File: src/hw/rtl/assert_macros.svh
`ifndef ASSERT_MACROS_SVH
`define ASSERT_MACROS_SVH

// check a property on every rising edge outside reset
`define LPHT_ASSERT(lbl, prop) \
  lbl: assert property (@(posedge clk_i) disable iff (!rst_ni) (prop)) \
    else $error("lpht assertion failed");

// check a property that must also hold while reset is asserted
`define LPHT_ASSERT_ALWAYS(lbl, prop) \
  lbl: assert property (@(posedge clk_i) (prop)) \
    else $error("lpht assertion failed");

`endif

File: src/hw/rtl/lpht_ram.sv
module lpht_ram #(
  parameter int unsigned Width = 8,
  parameter int unsigned Depth = 16
) (
  input  logic                     clk_i,
  input  logic                     we_i,
  input  logic [$clog2(Depth)-1:0] addr_i,
  input  logic [Width-1:0]         wdata_i,
  output logic [Width-1:0]         rdata_o
);

  logic [Width-1:0] mem [Depth];

  always_ff @(posedge clk_i) begin
    if (we_i) begin
      mem[addr_i] <= wdata_i;
    end
    rdata_o <= mem[addr_i];
  end

endmodule

File: config.mk
export PLATFORM = sky130hd
export DESIGN_NAME = lpht_ram
export DESIGN_NICKNAME = d
export VERILOG_FILES = /design/src/hw/rtl/assert_macros.svh /design/src/hw/rtl/lpht_ram.sv
export SDC_FILE = /design/constraint.sdc
export NUM_CORES = 1
export LEC_CHECK = 0
export BUFFER_PORTS_ARGS = -buffer_cell sky130_fd_sc_hd__buf_4
export CAP_MARGIN = 20
export CORE_ASPECT_RATIO = 0.6
export CORE_UTILIZATION = 55
export CTS_BUF_LIST = sky130_fd_sc_hd__clkbuf_4 sky130_fd_sc_hd__clkbuf_8
export DETAILED_ROUTE_END_ITERATION = 16
export HOLD_SLACK_MARGIN = 0.06
export PLACE_DENSITY = 0.72
export REMOVE_ABC_BUFFERS = 1
export SLEW_MARGIN = 20
export SYNTH_ARGS = -nofsm -noshare
export SYNTH_HDL_FRONTEND = slang
export SYNTH_SLANG_ARGS = --single-unit
File: constraint.sdc
create_clock -name clk_i -period 2.7 [get_ports clk_i]
set_clock_uncertainty 0.05 [all_clocks]
set_input_delay 0.54 -clock clk_i [delete_from_list [all_inputs] [get_ports clk_i]]
set_output_delay 0.54 -clock clk_i [all_outputs]
set_load 0.01 [all_outputs]
==> impl_metrics.json <==
{
  "critPathArrivalTime_ps": 2090,
  "clock-root-buffer": "clkbuf_8",
  "hp-class": "in -> reg",
  "rows": 26,
  "setup_slack_ps": 863,
  "ys_seq_area_share_pct": 79.0,
  "crit_type": "in -> reg",
  "crit_chain": "buf_4 -> buf_4 -> mux4_2 -> a22oi_1 -> nand2_1",
  "final_core_util_pct": 68.0,
  "post-cts-setup-buffers": 0,
  "hold_ws_ps": 378,
  "die_x_um": 126,
  "vdd_ir_drop_max_mv": 0.474,
  "place_hpwl_mm": 5.94,
  "clk_pin_slew_worst_paths_ps": 70,
  "start_util_pct": 58.1,
  "drv_slew": 0,
  "via_per_inst": 5.98,
  "synth_area_per_cell_um2": 22.0,
  "combPwrFrac_pct": 5.1,
  "cp.required_ps": 2950,
  "critPathMaxFanout": 26,
  "cts_tree": "yes",
  "hold_buffers": 0,
  "p_clk_share_pct": 42.8,
  "p_leak_nw": 1.97,
  "cts.repair.resized": 0,
  "maxCapViolCount": 0,
  "pin_count": 22,
  "synth-seq-cells": 136,
  "power_mw": 4.55,
  "cts.htree.levels": 4,
  "avgRoutedWirePerCell_um": 24.0,
  "startpoint_type": "primary input",
  "cp_slowest_cell": "mux4_2",
  "track_usage_pct": 22.5,
  "cts_buffers": 17,
  "drtAntennaViolNets": 0,
  "port_buffers": 21,
  "clk_latency_ps": 430,
  "fmax_mhz": 544,
  "relSlewSlack_pct": 49.5,
  "switching_share_pct": 19.7,
  "die_area_um2": 9610,
  "critPathBufInv": 2,
  "first_global_vias": 2443,
  "drcViolationCount": 0,
  "powerDensity_nw_per_um2": 768,
  "syn_area_um2": 5070,
  "outcome": "complete, no violations",
  "setup_viol": 0,
  "cts_buffer_depth": 2,
  "die_height_um": 76.4,
  "routabilityCongestion": 0.746,
  "grt_overflow": 0,
  "synth_cell_types": 18,
  "rsz0062_at_grt": "false",
  "critPathCaptureType": "flip-flop",
  "slowest_delay_ps": 500,
  "nets": 293,
  "cp_top_family": "buffers and inverters",
  "antenna_found_initial": 0,
  "cts.sinks": 136,
  "syn_inst": 230,
  "grt_pass1_wl_mm": 14.8,
  "wirelength_mm": 9.71,
  "hold_viol": 0,
  "vias": 2416,
  "post-place-ws_ps": 406,
  "drive_gt1_share_pct": 35.6,
  "tightest_slew_ps": 756,
  "tns_ps": 0,
  "internal-power_mw": 3.66,
  "yosys_warnings": 0,
  "grt_max_degree": 40,
  "seqPwrFrac_pct": 52.1,
  "num_antenna_cells": 0,
  "worst_path_most_repeated_cell": "buf_4",
  "first_iter_violations": 299,
  "power.switching_uw": 895,
  "core_area_um2": 8720,
  "area_growth_pct": 16.9,
  "first_pass_iters": 4,
  "fin_crit_ps": 1840,
  "timing.final.crit_share_pct": 68.0
}
[worst reg2reg max path, delay by kind of cell (launching register included)]
kind | cells | cell delay [ps]
multiplexers | 1 | 480
AO/OA/AOI/OAI | 1 | 330
AND/OR/NAND/NOR | 1 | 80
flip-flops | 1 | 360
[flip-flops by register name, summed over array words and instances, names as in the netlist]
| signal | count |
|---|---|
| mem | 128 |
| rdata_o | 8 |
[worst paths after layout]
check              from         end  slack [ps]  cells after the start
min          wdata_i[3]   mem[7][3]         380                      1
max reg2reg  mem[11][0]  rdata_o[0]        1280                      3
max           addr_i[0]  rdata_o[1]         860                      5
min reg2reg   mem[7][7]  rdata_o[7]         640                      3
[per-layer routing]
layer	GRT usage [%]	vias up	part of all wire, %
met4	9.04	0	1.5
met5	0	-	0
met3	5.76	13	6.9
li1	-	1055	-
met2	31.5	97	45
met1	34.2	1251	47
[cell type report]
class                   count  area (µm²)
clock buffers              18         241
clock inverters            14         229
fillers                   555        2790
multi-input cells          83        1000
flip-flops and latches    136        4000
well taps                 112         140
repair buffers             41         308
[layout by cell type, fill, tap and decap left out, types with 2 or more instances in the layout]
cell / synthesis / layout
nor2_1: 13 / 13
nand2_1: 9 / 9
nand3b_1: 2 / 2
clkinv_2: 0 / 2
nand2b_1: 2 / 2
clkinv_1: 0 / 2
nor2b_1: 2 / 2
dfxtp_1: 8 / 8
mux4_2: 32 / 32
clkbuf_8: 0 / 17
nor3_1: 4 / 4
a22oi_1: 16 / 16
bufinv_16: 0 / 6
buf_4: 0 / 41
clkinvlp_4: 0 / 3
edfxtp_1: 128 / 128
[cell usage after synthesis, drive strengths merged]
master	n	area share [%]
edfxtp	128	76
mux4	32	14
a22oi	16	2.4
nor2	13	0.96
nand2	9	0.67
buf	8	0.94
dfxtp	8	3.2
nor3	4	0.40
clkbuf	3	0.25
nand2b	2	0.25
nand3b	2	0.30
nor2b	2	0.25
and2	1	0.12
nand3	1	0.099
or3b	1	0.17
[per-stage QoR]
stage,cells,cell area (µm²)
CTS,404,5930
finish,404,5930
global route,404,5930
floorplan,219,5010
detailed placement,372,5460
global placement,372,5460
[power by group through the flow]
| stage | sequential (mW) | clock, mW | combinational [mW] |
|---|---|---|---|
| 2_1_floorplan | 2.42 | 0 | 0.0972 |
| 3_3_place_gp | 2.42 | 0 | 0.229 |
| 3_5_place_dp | 2.42 | 0 | 0.234 |
| 4_1_cts | 2.37 | 1.97 | 0.234 |
| 5_1_grt | 2.38 | 2.06 | 0.249 |
| 6_report | 2.37 | 1.95 | 0.232 |
[cells by family after synthesis]
kind of cell           count (synthesis)  synth area share [%]
muxes                                 32                  14.2
and+or+nand+nor                       35                  3.21
buffers and inverters                 11                  1.19
AOI/OAI and AO/OA                     16                  2.37
DFF                                  136                  79.0
Power figures use the tool's default switching activity.
